===== config.mk =====
export PLATFORM = sky130hd
export DESIGN_NAME = sstc_widen
export DESIGN_NICKNAME = d
export VERILOG_FILES = /design/src/rtl/sstc_pkg.sv /design/src/rtl/sstc_widen.sv
export SDC_FILE = /design/constraint.sdc
export NUM_CORES = 2
export LEC_CHECK = 0
export BUFFER_PORTS_ARGS = -buffer_cell sky130_fd_sc_hd__buf_2
export CAP_MARGIN = 20
export CORE_MARGIN = 2
export CORE_UTILIZATION = 55
export CTS_CLUSTER_DIAMETER = 120
export DETAILED_ROUTE_END_ITERATION = 10
export HOLD_SLACK_MARGIN = 0.1
export PLACE_DENSITY = 0.7
export REMOVE_ABC_BUFFERS = 1
export SYNTH_ARGS = -nofsm -noshare
export SYNTH_HDL_FRONTEND = slang
export SYNTH_SLANG_ARGS = --single-unit

===== constraint.sdc =====
create_clock -name clk_i -period 7.45 [get_ports clk_i]
set_input_delay 0.745 -clock clk_i [delete_from_list [all_inputs] [get_ports clk_i]]
set_output_delay 0.745 -clock clk_i [all_outputs]
set_load 0.005 [all_outputs]

===== src/rtl/sstc_pkg.sv =====
// Shared types, constants and setting clamps for the scroll segment tier classifier.
// Used by every module of the block; it depends on nothing.
package sstc_pkg;

  // Register file layout
  localparam int unsigned CfgDataW = 16;
  localparam int unsigned CfgIdxW  = 2;

  typedef enum logic [CfgIdxW-1:0] {
    CFG_HOT_SPAN  = 2'd0,
    CFG_WARM_SPAN = 2'd1,
    CFG_LOOKAHEAD = 2'd2,
    CFG_SPEED_CAP = 2'd3
  } cfg_idx_e;

  localparam logic [7:0]  HOT_RESET  = 8'd16;
  localparam logic [9:0]  WARM_RESET = 10'd128;
  localparam logic [11:0] MS_RESET   = 12'd100;
  localparam logic [15:0] CAP_RESET  = 16'd10000;

  typedef enum logic [1:0] {
    TIER_HOT  = 2'd0,
    TIER_WARM = 2'd1,
    TIER_COLD = 2'd2
  } tier_e;

  // Direction bias, 8 fractional bits
  localparam logic [8:0] BIAS_FWD  = 9'd346;
  localparam logic [8:0] BIAS_BACK = 9'd166;

  // floor(2^28 / 250): reciprocal for the divide by 250 in the forecast
  localparam logic [20:0] RECIP_250   = 21'd1073741;
  localparam logic [27:0] DIV_250     = 28'd250;
  localparam logic [27:0] ROUND_BIAS  = 28'd125;

  // Widening amounts, start side and end side of each range
  typedef struct packed {
    logic [25:0] hot_lo;
    logic [25:0] hot_hi;
    logic [25:0] warm_lo;
    logic [25:0] warm_hi;
  } widen_t;

  // Forecast pipe result
  typedef struct packed {
    logic        valid;
    logic [30:0] top;
    logic [31:0] fore;
  } fc_t;

  // Hot span, Q4.4 screens, limited to 0.5..8
  function automatic logic [7:0] clamp_hot(logic [7:0] v);
    logic [7:0] r;
    if (v < 8'd8) begin
      r = 8'd8;
    end else if (v > 8'd128) begin
      r = 8'd128;
    end else begin
      r = v;
    end
    return r;
  endfunction

  // Warm span, Q6.4 screens, limited to 2..30
  function automatic logic [8:0] clamp_warm(logic [9:0] v);
    logic [8:0] r;
    if (v < 10'd32) begin
      r = 9'd32;
    end else if (v > 10'd480) begin
      r = 9'd480;
    end else begin
      r = v[8:0];
    end
    return r;
  endfunction

  // Lookahead, limited to one second
  function automatic logic [9:0] clamp_ms(logic [11:0] v);
    logic [9:0] r;
    if (v > 12'd1000) begin
      r = 10'd1000;
    end else begin
      r = v[9:0];
    end
    return r;
  endfunction

  // Speed limit, 1000..50000 px/s
  function automatic logic [15:0] clamp_cap(logic [15:0] v);
    logic [15:0] r;
    if (v < 16'd1000) begin
      r = 16'd1000;
    end else if (v > 16'd50000) begin
      r = 16'd50000;
    end else begin
      r = v;
    end
    return r;
  endfunction

endpackage


===== src/rtl/sstc_widen.sv =====
// Two-stage widening unit: span times height, then times direction bias, rounded.
// Depends on sstc_pkg for the bias constants and the widen_t result type.
module sstc_widen (
  input  logic             clk_i,
  input  logic [7:0]       hot_i,
  input  logic [8:0]       warm_i,
  input  logic [19:0]      height_i,
  input  logic             fwd_i,
  output sstc_pkg::widen_t wid_o
);

  logic [27:0] hh_q;
  logic [28:0] wh_q;
  logic        fwd_q;
  logic [8:0]  bias_end;
  logic [8:0]  bias_start;
  logic [37:0] hot_lo_p, hot_hi_p, warm_lo_p, warm_hi_p;
  sstc_pkg::widen_t wid_d, wid_q;

  // Span times viewport height
  always_ff @(posedge clk_i) begin
    hh_q  <= 28'(hot_i * height_i);
    wh_q  <= 29'(warm_i * height_i);
    fwd_q <= fwd_i;
  end

  // Scroll direction gets the larger bias
  assign bias_end   = fwd_q ? sstc_pkg::BIAS_FWD : sstc_pkg::BIAS_BACK;
  assign bias_start = fwd_q ? sstc_pkg::BIAS_BACK : sstc_pkg::BIAS_FWD;

  // Scale by bias, round half up, drop 12 fraction bits
  assign hot_lo_p  = 38'(hh_q) * 38'(bias_start) + 38'd2048;
  assign hot_hi_p  = 38'(hh_q) * 38'(bias_end) + 38'd2048;
  assign warm_lo_p = 38'(wh_q) * 38'(bias_start) + 38'd2048;
  assign warm_hi_p = 38'(wh_q) * 38'(bias_end) + 38'd2048;

  assign wid_d.hot_lo  = hot_lo_p[37:12];
  assign wid_d.hot_hi  = hot_hi_p[37:12];
  assign wid_d.warm_lo = warm_lo_p[37:12];
  assign wid_d.warm_hi = warm_hi_p[37:12];

  always_ff @(posedge clk_i) begin
    wid_q <= wid_d;
  end

  assign wid_o = wid_q;

endmodule


* After elaboration in Yosys (flattened, before gate mapping)
Cells that the tools add are included.
** Storage, ports and cells
- Register bits :: 162
- Output and inout bits :: 104
** Operators by class
- Add/subtract/negate cells :: 4
- $mul :: 6
- Muxes and demuxes :: 2
** Operator list (number)
- adder 37 x 12 -> 38 bit (second input constant) :: 2
- adder 38 x 12 -> 38 bit (second input constant) :: 2
- multiplier 29 x 9 -> 38 bit :: 2
- multiplier 28 x 9 -> 37 bit :: 2
- multiplier 9 x 20 -> 29 bit :: 1
- multiplier 8 x 20 -> 28 bit :: 1
- 2-to-1 mux 9 bit :: 2

* Logic depth before layout (Yosys ltp)
- Depth after elaboration :: 3
- Gate-level depth with buffers :: 23
- Mapped depth without buffers :: 22

* Worst setup path after synthesis
Ideal clock, no wire load.
- Path kind :: register to register
- From :: reg fwd_q
- To :: reg wid_q, in the netlist wid_o[14]
- Data arrival time :: 5.391 ns
- Setup slack :: 1.932 ns
- Stages on the path, launching flop included :: 21
- Clock period less this slack :: 5.518 ns
- Setup time :: 0.127 ns
- Data required time :: 7.323 ns
- Cell sequence :: dfxtp_1 clkbuf_1 clkbuf_1 buf_1 nand2_1 inv_1 ha_1 fa_1 fa_1 fa_1 ha_1 ha_1 and2_1 a221o_1 a31o_1 a21o_1 nor3_2 o21bai_1 a21oi_2 o221ai_1 xor2_1
** Between the ends
- Longest elaborated chain between the ends :: 3
** Ends and longest elaborated chain
- from (decl) :: RTL line sstc_widen.sv:14 : logic fwd_q;
- from (signal assigned) :: RTL line sstc_widen.sv:24 : fwd_q <= fwd_i;
- 2-to-1 mux 9 bit :: RTL line sstc_widen.sv:28 : assign bias_end = fwd_q ? sstc_pkg::BIAS_FWD : sstc_pkg::BIAS_BACK;
- multiplier 29 x 9 -> 38 bit :: RTL line sstc_widen.sv:35 : assign warm_hi_p = 38'(wh_q) * 38'(bias_end) + 38'd2048;
- adder 38 x 12 -> 38 bit :: RTL line sstc_widen.sv:35
- via warm_hi_p[26] :: RTL line sstc_widen.sv:17 : logic [37:0] hot_lo_p, hot_hi_p, warm_lo_p, warm_hi_p;
- to (signal assigned) :: RTL line sstc_widen.sv:43 : wid_q <= wid_d;
- to (decl) :: RTL line sstc_widen.sv:18 : sstc_pkg::widen_t wid_d, wid_q;
The timed path passes the listed nets, and every way through them passes these cells.

* Final worst setup path
- From :: reg hh_q[4]
- To :: reg wid_q, in the netlist wid_o[95]
** Between the ends
- Longest elaborated chain between the ends :: 2
** Ends and longest elaborated chain
- from (decl) :: RTL line sstc_widen.sv:12 : logic [27:0] hh_q;
- from (signal assigned) :: RTL line sstc_widen.sv:22 : hh_q <= 28'(hot_i * height_i);
- multiplier 28 x 9 -> 37 bit :: RTL line sstc_widen.sv:32 : assign hot_lo_p = 38'(hh_q) * 38'(bias_start) + 38'd2048;
- adder 37 x 12 -> 38 bit :: RTL line sstc_widen.sv:32
- via hot_lo_p[29] :: RTL line sstc_widen.sv:17
The timed path passes the listed nets, and every way through them passes these cells.

==> results.cfg <==
[layout]
area_growth_pct = 4.80
nNetsFinal = 5372
final_cell_mix = inv_1 (843), fa_1 (657), ha_1 (625), nand2_1 (400), and2_1 (229)
final_cells = 4938
final_area_um2 = 39100
final_common_cell = inv_1
drive_above_1_share = 0.0544

[timing]
worstMarginPinSlew_ps = 796
rsz0062_at_grt = no
finalHoldViolations = 0
period_minus_slack_ps = 6220
slew_headroom = 0.469
maxSlewViolCount = 0
max_freq_mhz = 161
post-route-period-util = 0.835
finalSetupViolCount = 0
finClkSkew_ps = 15.9
fin_ws_ps = 1230

[synthesis]
synth_top_area_cell = fa_1
synthCells = 4066
ys.warnings.count = 0
synthArstFlopShare = 0
synth_top_area_share = 0.353
ys_types = 69
synth.yosys.seq_area_share = 0.0869
ys_top_cells_by_area = fa_1 (35%), ha_1 (21%), dfxtp_1 (8.7%)
synth_flop_cell = dfxtp_1
synth_edf_count = 0
synth_seq_cells = 162
synth.cell_area_um2 = 37300
avgSynthCellArea_um2 = 9.18

[clock_network]
clk_pin_slew_worst_paths_ps = 70
htree_num_levels = 4
cts_hold_buf = 0
ctsResizeCount = 0
cts_buffer_depth = 2
cts-root-buf = clkbuf_16
cts_tree = yes
insertion_delay_ps = 500
cts_buffers = 17
cts_setup_buffers = 0
clock_sinks = 162

[floorplanning]
boundaryPins = 143
die_h_um = 264
fp.dieW_um = 264
core_area_um2 = 67200
std_cell_rows = 95
start_util = 0.556
dieArea_um2 = 69900

[global_route]
grt_pass1_wl_mm = 132
grt_max_degree = 44
grt_pass1_vias = 27200
antenna_found_initial = 3
grt_overflow = 0
grt_use_total = 0.232

[setup_path]
worstSetupEndpointType = flip-flop
crit_type = flip-flop to flip-flop
startpoint_type = flip-flop
worst_ep_required_time_ps = 7880
cp_data_arrival_time_ps = 6660
critPathMaxFanout = 15

[routing]
drt-wirelength-per-cell_um = 15.4
vias = 26000
antenna_left = 0
dr.pass1.iters = 5
drc = 0
vias_per_cell = 5.27
totalWireLength_mm = 75.8
drtIter0Drc = 1519

[placement]
postPlaceCellArea_um2 = 38500
hpwl_mm = 64.8
gp_congestion = 0.891
placed_cells = 4905
port_buffers = 142
pre_cts_ws_ps = 1290

[worst_hold_path]
min_path_type = input port to flip-flop

[status]
status = completed

[run]
maxCapViolCount = 0
final timing paths:
check / start / to / slack, ps / cells after the start
setup reg to reg: hh_q[4] / wid_o[95] / 1230 / 17
hold reg to reg: wh_q[27] / wid_o[25] / 1310 / 7
hold / removal: fwd_i / fwd_q / 360 / 1
setup / recovery: hh_q[4] / wid_o[95] / 1230 / 17
per-layer routing:
metal	global-route usage	vias up	share of wire	routed length [um]
met5	0	-	0.00045	34
li1	-	12500	-	-
met3	0.0341	76	0.045	3440
met2	0.380	546	0.47	35800
met1	0.329	12900	0.47	35400
met4	0.0488	6	0.015	1110
stage by stage:
stage,setup TNS (ps),util,hold WS [ps]
final,0,0.582,360
after global routing,0,0.582,328
after CTS,0,0.582,316
after detailed placement,0,0.573,859
after global placement,0,0.573,860
after floorplan,-154730,-,773
critical path, cell delays in order (launching register included):
cell and delay (ps):
dfxtp_1 720, nor2b_1 510, or2_2 210, ha_1 250, fa_1 560, fa_1 420
fa_1 440, ha_1 290, ha_1 300, nand4b_1 110, o211a_1 280, nor4_1 450
o21a_1 340, o2111ai_1 210, a31oi_1 530, nor2_1 140, o21ai_0 220, xor2_1 150
cell usage after synthesis, types with 44 or more instances:
cell type / n
clkbuf_1: 194
nand3_1: 44
o21ai_0: 58
dfxtp_1: 162
and2_1: 229
fa_1: 657
xor2_1: 78
nand2_1: 400
ha_1: 625
a21oi_1: 162
inv_1: 844
nor2_1: 107
a21o_1: 66
xnor2_1: 139
layout make-up:
| class | instances | area [um2] |
|---|---|---|
| repair buffers | 155 | 808 |
| fillers | 5984 | 28100 |
| clock buffers | 24 | 502 |
| well taps | 873 | 1090 |
| flip-flops and latches | 162 | 3250 |
| multi-input cells | 2871 | 30200 |
| clock inverters | 8 | 91.3 |
| diodes | 1 | 2.50 |
| inverters | 844 | 3170 |
cells by family (layout without fill, tap and decap cells):
| family | after synthesis | count (layout) | share of synthesized area |
|---|---|---|---|
| fa+ha+maj | 1282 | 1282 | 0.562 |
| buf+inv | 1046 | 1031 | 0.105 |
| simple gates | 934 | 934 | 0.122 |
| compound gates | 420 | 420 | 0.0715 |
| xor+xnor | 217 | 217 | 0.0509 |
| flops | 162 | 162 | 0.0869 |
| mux | 4 | 4 | 0.00117 |
| other cells | 1 | 15 | 0.000101 |
sequential cells by signal, summed over array words and instances (netlist names):
name,count
wh_q,29
hh_q,28
fwd_q,1
wid_o,104
Power is not shown: default switching activity piles up to over one toggle a cycle in this logic, so the estimate is an artifact.
