$ cat src/rtl/sstc_pkg.sv
// Shared types, constants and setting clamps for the scroll segment tier classifier.
// Used by every module of the block; it depends on nothing.
package sstc_pkg;

  // Register file layout
  localparam int unsigned CfgDataW = 16;
  localparam int unsigned CfgIdxW  = 2;

  typedef enum logic [CfgIdxW-1:0] {
    CFG_HOT_SPAN  = 2'd0,
    CFG_WARM_SPAN = 2'd1,
    CFG_LOOKAHEAD = 2'd2,
    CFG_SPEED_CAP = 2'd3
  } cfg_idx_e;

  localparam logic [7:0]  HOT_RESET  = 8'd16;
  localparam logic [9:0]  WARM_RESET = 10'd128;
  localparam logic [11:0] MS_RESET   = 12'd100;
  localparam logic [15:0] CAP_RESET  = 16'd10000;

  typedef enum logic [1:0] {
    TIER_HOT  = 2'd0,
    TIER_WARM = 2'd1,
    TIER_COLD = 2'd2
  } tier_e;

  // Direction bias, 8 fractional bits
  localparam logic [8:0] BIAS_FWD  = 9'd346;
  localparam logic [8:0] BIAS_BACK = 9'd166;

  // floor(2^28 / 250): reciprocal for the divide by 250 in the forecast
  localparam logic [20:0] RECIP_250   = 21'd1073741;
  localparam logic [27:0] DIV_250     = 28'd250;
  localparam logic [27:0] ROUND_BIAS  = 28'd125;

  // Widening amounts, start side and end side of each range
  typedef struct packed {
    logic [25:0] hot_lo;
    logic [25:0] hot_hi;
    logic [25:0] warm_lo;
    logic [25:0] warm_hi;
  } widen_t;

  // Forecast pipe result
  typedef struct packed {
    logic        valid;
    logic [30:0] top;
    logic [31:0] fore;
  } fc_t;

  // Hot span, Q4.4 screens, limited to 0.5..8
  function automatic logic [7:0] clamp_hot(logic [7:0] v);
    logic [7:0] r;
    if (v < 8'd8) begin
      r = 8'd8;
    end else if (v > 8'd128) begin
      r = 8'd128;
    end else begin
      r = v;
    end
    return r;
  endfunction

  // Warm span, Q6.4 screens, limited to 2..30
  function automatic logic [8:0] clamp_warm(logic [9:0] v);
    logic [8:0] r;
    if (v < 10'd32) begin
      r = 9'd32;
    end else if (v > 10'd480) begin
      r = 9'd480;
    end else begin
      r = v[8:0];
    end
    return r;
  endfunction

  // Lookahead, limited to one second
  function automatic logic [9:0] clamp_ms(logic [11:0] v);
    logic [9:0] r;
    if (v > 12'd1000) begin
      r = 10'd1000;
    end else begin
      r = v[9:0];
    end
    return r;
  endfunction

  // Speed limit, 1000..50000 px/s
  function automatic logic [15:0] clamp_cap(logic [15:0] v);
    logic [15:0] r;
    if (v < 16'd1000) begin
      r = 16'd1000;
    end else if (v > 16'd50000) begin
      r = 16'd50000;
    end else begin
      r = v;
    end
    return r;
  endfunction

endpackage

$ cat src/rtl/sstc_forecast.sv
// Four-stage forecast pipe: scroll distance over the lookahead, rounded, added to the top.
// Depends on sstc_pkg for the reciprocal constants and the fc_t result type.
module sstc_forecast (
  input  logic            clk_i,
  input  logic            rst_ni,
  input  logic            valid_i,
  input  logic [30:0]     top_i,
  input  logic [15:0]     mag_i,
  input  logic            neg_i,
  input  logic [9:0]      ms_i,
  output sstc_pkg::fc_t   fc_o
);

  logic        v1_q, v2_q, v3_q, v4_q;
  logic [30:0] top1_q, top2_q, top3_q, top4_q;
  logic        neg1_q, neg2_q, neg3_q;
  logic [25:0] p1_q;
  logic [27:0] x2_q;
  logic [19:0] q2_q;
  logic [19:0] shift3_q;
  logic [31:0] fore4_q;

  logic [27:0] x2_d;
  logic [48:0] prod2;
  logic [27:0] qmul3;
  logic [27:0] rem3;
  logic [19:0] shift3_d;
  logic [32:0] sum4;
  logic [31:0] fore4_d;

  // Quotient estimate of (4p + 125) / 250, at most one short
  assign x2_d  = {p1_q, 2'b00} + sstc_pkg::ROUND_BIAS;
  assign prod2 = 49'(x2_d) * 49'(sstc_pkg::RECIP_250);

  // Correct the estimate with one compare and subtract
  assign qmul3    = 28'(q2_q) * sstc_pkg::DIV_250;
  assign rem3     = x2_q - qmul3;
  assign shift3_d = q2_q + 20'(rem3 >= sstc_pkg::DIV_250);

  // Apply the signed shift and floor at zero
  assign sum4    = neg3_q ? ({2'b00, top3_q} - {13'd0, shift3_q})
                          : ({2'b00, top3_q} + {13'd0, shift3_q});
  assign fore4_d = sum4[32] ? 32'd0 : sum4[31:0];

  // Advance valid bits
  always_ff @(posedge clk_i or negedge rst_ni) begin
    if (!rst_ni) begin
      v1_q <= 1'b0;
      v2_q <= 1'b0;
      v3_q <= 1'b0;
      v4_q <= 1'b0;
    end else begin
      v1_q <= valid_i;
      v2_q <= v1_q;
      v3_q <= v2_q;
      v4_q <= v3_q;
    end
  end

  // Advance data
  always_ff @(posedge clk_i) begin
    p1_q     <= 26'(mag_i * ms_i);
    top1_q   <= top_i;
    neg1_q   <= neg_i;
    x2_q     <= x2_d;
    q2_q     <= prod2[47:28];
    top2_q   <= top1_q;
    neg2_q   <= neg1_q;
    shift3_q <= shift3_d;
    top3_q   <= top2_q;
    neg3_q   <= neg2_q;
    fore4_q  <= fore4_d;
    top4_q   <= top3_q;
  end

  assign fc_o.valid = v4_q;
  assign fc_o.top   = top4_q;
  assign fc_o.fore  = fore4_q;

endmodule

$ cat config.mk
export PLATFORM = sky130hd
export DESIGN_NAME = sstc_forecast
export DESIGN_NICKNAME = d
export VERILOG_FILES = /design/src/rtl/sstc_pkg.sv /design/src/rtl/sstc_forecast.sv
export SDC_FILE = /design/constraint.sdc
export NUM_CORES = 1
export LEC_CHECK = 0
export ABC_AREA = 1
export BUFFER_PORTS_ARGS = -buffer_cell sky130_fd_sc_hd__buf_4
export CORE_MARGIN = 2
export CORE_UTILIZATION = 69
export DETAILED_ROUTE_END_ITERATION = 7
export PLACE_DENSITY = 0.88
export SLEW_MARGIN = 20
export SYNTH_ARGS = -nofsm -noshare
export SYNTH_HDL_FRONTEND = slang
export SYNTH_SLANG_ARGS = --single-unit
$ cat constraint.sdc
create_clock -name clk_i -period 11.6 [get_ports clk_i]
set_clock_uncertainty 0.1 [all_clocks]
set_input_delay 2.32 -clock clk_i [delete_from_list [all_inputs] [get_ports clk_i]]
set_output_delay 2.32 -clock clk_i [all_outputs]
set_load 0.01 [all_outputs]
# == Word level (Yosys, flattened, before mapping) ==
# Index checks and enable logic that the tools add are counted.
# W data, S select, Z words.
# op_classes
add_sub_neg,5
mul,3
n_lt_le_gt_ge,1
mux,1
# ops
op,count
$mul A28 B21 Y48 const B,1
$mux W33,1
$add A31 B20 Y32,1
$sub A31 B20 Y32,1
$add A28 B7 Y28 const B,1
$ge A28 B8 Y1 const B,1
$sub A28 B28 Y28,1
$mul A20 B7 Y27 const B,1
$mul A16 B10 Y26,1
$add A20 B1 Y20,1
# word_totals
regBits,257
output_inout_bits,64
wordCells,26

# == Logic depth before layout (Yosys ltp) ==
# depth
depth_word,4
mapped_depth,41

# == Worst setup path after synthesis ==
# No wires, ideal clock.
# synth_path
kind,input-to-reg
startpoint,input port ms_i[1]
endpoint,register p1_q[18]
t_arrival_ns,6.740
setup_slack_ns,4.634
stages,18
path_cell_list,clkbuf_1 -> clkbuf_1 -> nand2_1 -> fa_1 -> inv_1 -> fa_1 -> inv_1 -> fa_1 -> inv_1 -> fa_1 -> fa_1 -> ha_1 -> a21oi_1 -> o21a_1 -> o221ai_1 -> a21oi_1 -> o21ai_0 -> xor2_1
# synth_via
elab_chain_cells,1
# synth_rtl
item,line_no,rtl
from (decl),sstc_forecast.sv:10,"input logic [9:0] ms_i,"
$mul A16 B10 Y26,sstc_forecast.sv:62,p1_q <= 26'(mag_i * ms_i);
to (signal assigned),sstc_forecast.sv:62,
to (decl),sstc_forecast.sv:17,logic [25:0] p1_q;
# Every way passes these cells.
# A chain may end at the register's enable or synchronous reset.

# == Worst setup path in the final report ==
# layout_path
startpoint,register q2_q[2]
endpoint,register shift3_q[18]
# layout_via
elab_chain_cells,4
# layout_rtl
item,line_no,rtl
from (decl),sstc_forecast.sv:19,logic [19:0] q2_q;
from (signal assigned),sstc_forecast.sv:66,q2_q <= prod2[47:28];
$mul A20 B7 Y27,sstc_forecast.sv:36,assign qmul3 = 28'(q2_q) * sstc_pkg::DIV_250;
$sub A28 B28 Y28,sstc_forecast.sv:37,assign rem3 = x2_q - qmul3;
$ge A28 B8 Y1,sstc_forecast.sv:38,assign shift3_d = q2_q + 20'(rem3 >= sstc_pkg::DIV_250);
$add A20 B1 Y20 *,sstc_forecast.sv:38,
via shift3_d[18],sstc_forecast.sv:27,logic [19:0] shift3_d;
to (signal assigned),sstc_forecast.sv:69,shift3_q <= shift3_d;
to (decl),sstc_forecast.sv:20,logic [19:0] shift3_q;
# Mark *: on every way through the listed nets, which the timed path passes. The rest lies on a longest branch.

==> metrics.txt <==
post-synthesis average cell area=8.14 um^2; via count of the first global-routing pass=23,600; tightest slew margin relative to the limit=0.496; Tmin final=7.87 ns; area inside the core boundary=0.0397 mm^2; final cycle utilization of the critical path=0.678; commonest cells after routing, fill and taps aside=sky130_fd_sc_hd__inv_1 (739), sky130_fd_sc_hd__nand2_1 (633), sky130_fd_sc_hd__ha_1 (438); critical path startpoint=q2_q[2]$_DFF_P_; post-cts repair resize count=0; total congestion overflow after global routing=0; area grow syn2layout=8.38%; number of cell rows=73; Maximum Capacitance Violations=0; final routed wire length divided by cell count=17.1 um; Hold Buf Count CTS=0; Slowest Stage Delay on Critical Path=0.57 ns; number of antenna violations at the first check in global routing=2; number of unique standard cell types used by synthesis=58; drt first pass iters=6; # DRC=0; final setup fails=0; count of yosys warnings during synthesis=0; number of buffer cells added on primary ports=124; Skew-Pair Late Insertion Delay=0.58 ns; Post-synth EDFFs=0; number of endpoints with negative hold slack in the final report=0; result of the run=finished clean; total count of max-transition violations in the final report=0; io pins=125; clock input transition at the sequential cells of the worst setup and hold paths=0.07 ns; final design area excluding fillers=0.0301 mm^2; slowest cell on the critical path=sky130_fd_sc_hd__fa_1; number of setup buffers added after CTS=0; die area=0.0419 mm^2; count of nets after finishing=4,330; unrepaired setup endpoints after global routing=no; top achievable clock speed=127 MHz; combined area of the multi-input logic cells=0.0195 mm^2; Post-Place Cell Area=0.0292 mm^2; Post-DP HPWL=57,400 um; commonest register cell after synthesis=sky130_fd_sc_hd__dfxtp_1; slack of the worst reg-to-reg path=3.73 ns; initial standard-cell utilization of the core=0.699; dominant cell type by count on the critical path=sky130_fd_sc_hd__nand2_1; class of the most critical hold timing path=reg -> reg; area of all sequential standard cells=0.00512 mm^2; setup TNS=0 ns; crit path launch type=register; total routing resource utilization after global routing=0.340; count of state elements after synthesis=255; most common cell after layout, fill and taps aside=sky130_fd_sc_hd__inv_1; Filler cells=2,801; CTS tree=yes; pin count of the biggest net entering global routing=34; layout cells sized above 1=0.0700; total CTS buffers=26; FFs w/ async S/R, synth=0.0157; critical path peak fanout=6; root buffer cell=sky130_fd_sc_hd__clkbuf_16; number of clock sinks seen by CTS=255; wire length of the first global-routing pass=114,000 um; R2R Path Start=q2_q[2]$_DFF_P_; count of nets left with antenna violations after detail routing=0; Vias=22,600; die extent in y=205 um; Final GP Congestion=0.994; net count of the mapped netlist=4,219; hold wc startpoint=top2_q[19]$_DFF_P_; required time worst endpoint=12.00 ns; arrival time of the worst setup path=8.27 ns; wire length after detailed routing=69,400 um; Crit. End Element=register; Clock H-tree levels=1; count of routing violations after the opening detailed-route iteration=1,311; post-DR vias/cell=5.56; critical setup path kind=reg -> reg; Antenna diodes=0; number of instances in the synthesized netlist=3,410; transition at the pin with the smallest max-transition slack=0.755 ns; synthesized cell area=0.0278 mm^2; part of the Yosys area used for sequential elements=0.185; die span in x=205 um; worst-case clock buffer depth=3
-- cell type report --
type | count | area share
multi-input combinational | 2336 | 0.648
timing repair buffer | 140 | 0.0349
sequential | 255 | 0.170
tap | 525 | 0.0218
clock inverter | 14 | 0.00491
clock buffer | 34 | 0.0246
inverter | 762 | 0.0951
-- final timing paths --
kind,endpoint,cells past startpoint
min in group asynchronous,v3_q$_DFF_PN0_,1
hold reg to reg,top3_q[19]$_DFF_P_,0
hold / removal,top3_q[19]$_DFF_P_,0
setup / recovery,shift3_q[18]$_DFF_P_,39
setup reg to reg,shift3_q[18]$_DFF_P_,39
max in group asynchronous,v4_q$_DFF_PN0_,1
-- metal layers --
metal	up-vias	GRT usage	routed length (um)
met5	-	0	13
met4	2	0.160	3570
met3	251	0.0541	4240
met2	786	0.601	33900
met1	10800	0.405	27600
li1	10800	-	-
-- cell usage after synthesis, drive strengths merged (7+ instances only) --
master  instances  area share
inv           761        0.10
nand2         640       0.087
ha            438        0.20
fa            310        0.22
dfxtp         251        0.18
nor2          227       0.032
a21oi         179       0.034
nand3         115       0.021
o21ai         101       0.018
xor2           94       0.030
clkbuf         39      0.0053
nor3           36      0.0065
nand4          35      0.0081
xnor2          31      0.0098
o21bai         25      0.0068
a21o           21      0.0057
buf            18      0.0045
a31oi          14      0.0032
nor4           11      0.0030
or2             9      0.0020
a21boi          8      0.0022
o31ai           7      0.0021
-- critical path: cells and delay by family, from the launching register on --
| kind | cells | cell delay, ns |
|---|---|---|
| compound gates | 6 | 0.97 |
| xor+xnor | 2 | 0.33 |
| fa+ha+maj | 8 | 3.16 |
| buf+inv | 4 | 0.37 |
| flops | 1 | 0.47 |
| simple gates | 19 | 2.36 |
-- state kept, by name (all words and copies together), names as in the netlist --
| register | cells |
|---|---|
| top2_q | 31 |
| v2_q | 1 |
| neg1_q | 1 |
| top4_q | 31 |
| neg3_q | 1 |
| p1_q | 26 |
| top3_q | 31 |
| x2_q | 26 |
| top1_q | 31 |
| neg2_q | 1 |
| fore4_q | 32 |
| v4_q | 1 |
| shift3_q | 20 |
| q2_q | 20 |
| v1_q | 1 |
| v3_q | 1 |
-- cell families after synthesis --
| logic type | after synthesis | share of synthesized area |
|---|---|---|
| adders and majority gates | 748 | 0.421 |
| AOI/OAI and AO/OA | 378 | 0.0785 |
| DFF | 255 | 0.185 |
| muxes | 1 | 0.000360 |
| and+or+nand+nor | 1084 | 0.163 |
| buffers and inverters | 819 | 0.113 |
| xor gates and xnor gates | 125 | 0.0397 |
-- stage by stage --
step	setup WS (ns)	hold slack [ns]	utilization	instances
final	3.73	0.203	0.758	4066
after global routing	2.98	0.209	0.758	4066
after CTS	3.78	0.195	0.758	4066
after detailed placement	3.88	0.212	0.735	4018
after global placement	4.06	0.210	0.735	4018
after floorplan	4.63	0.210	-	3410
Power is left out: the tool's default activity adds up to more than one toggle a clock period on the data nets, which glitch-free logic cannot reach.
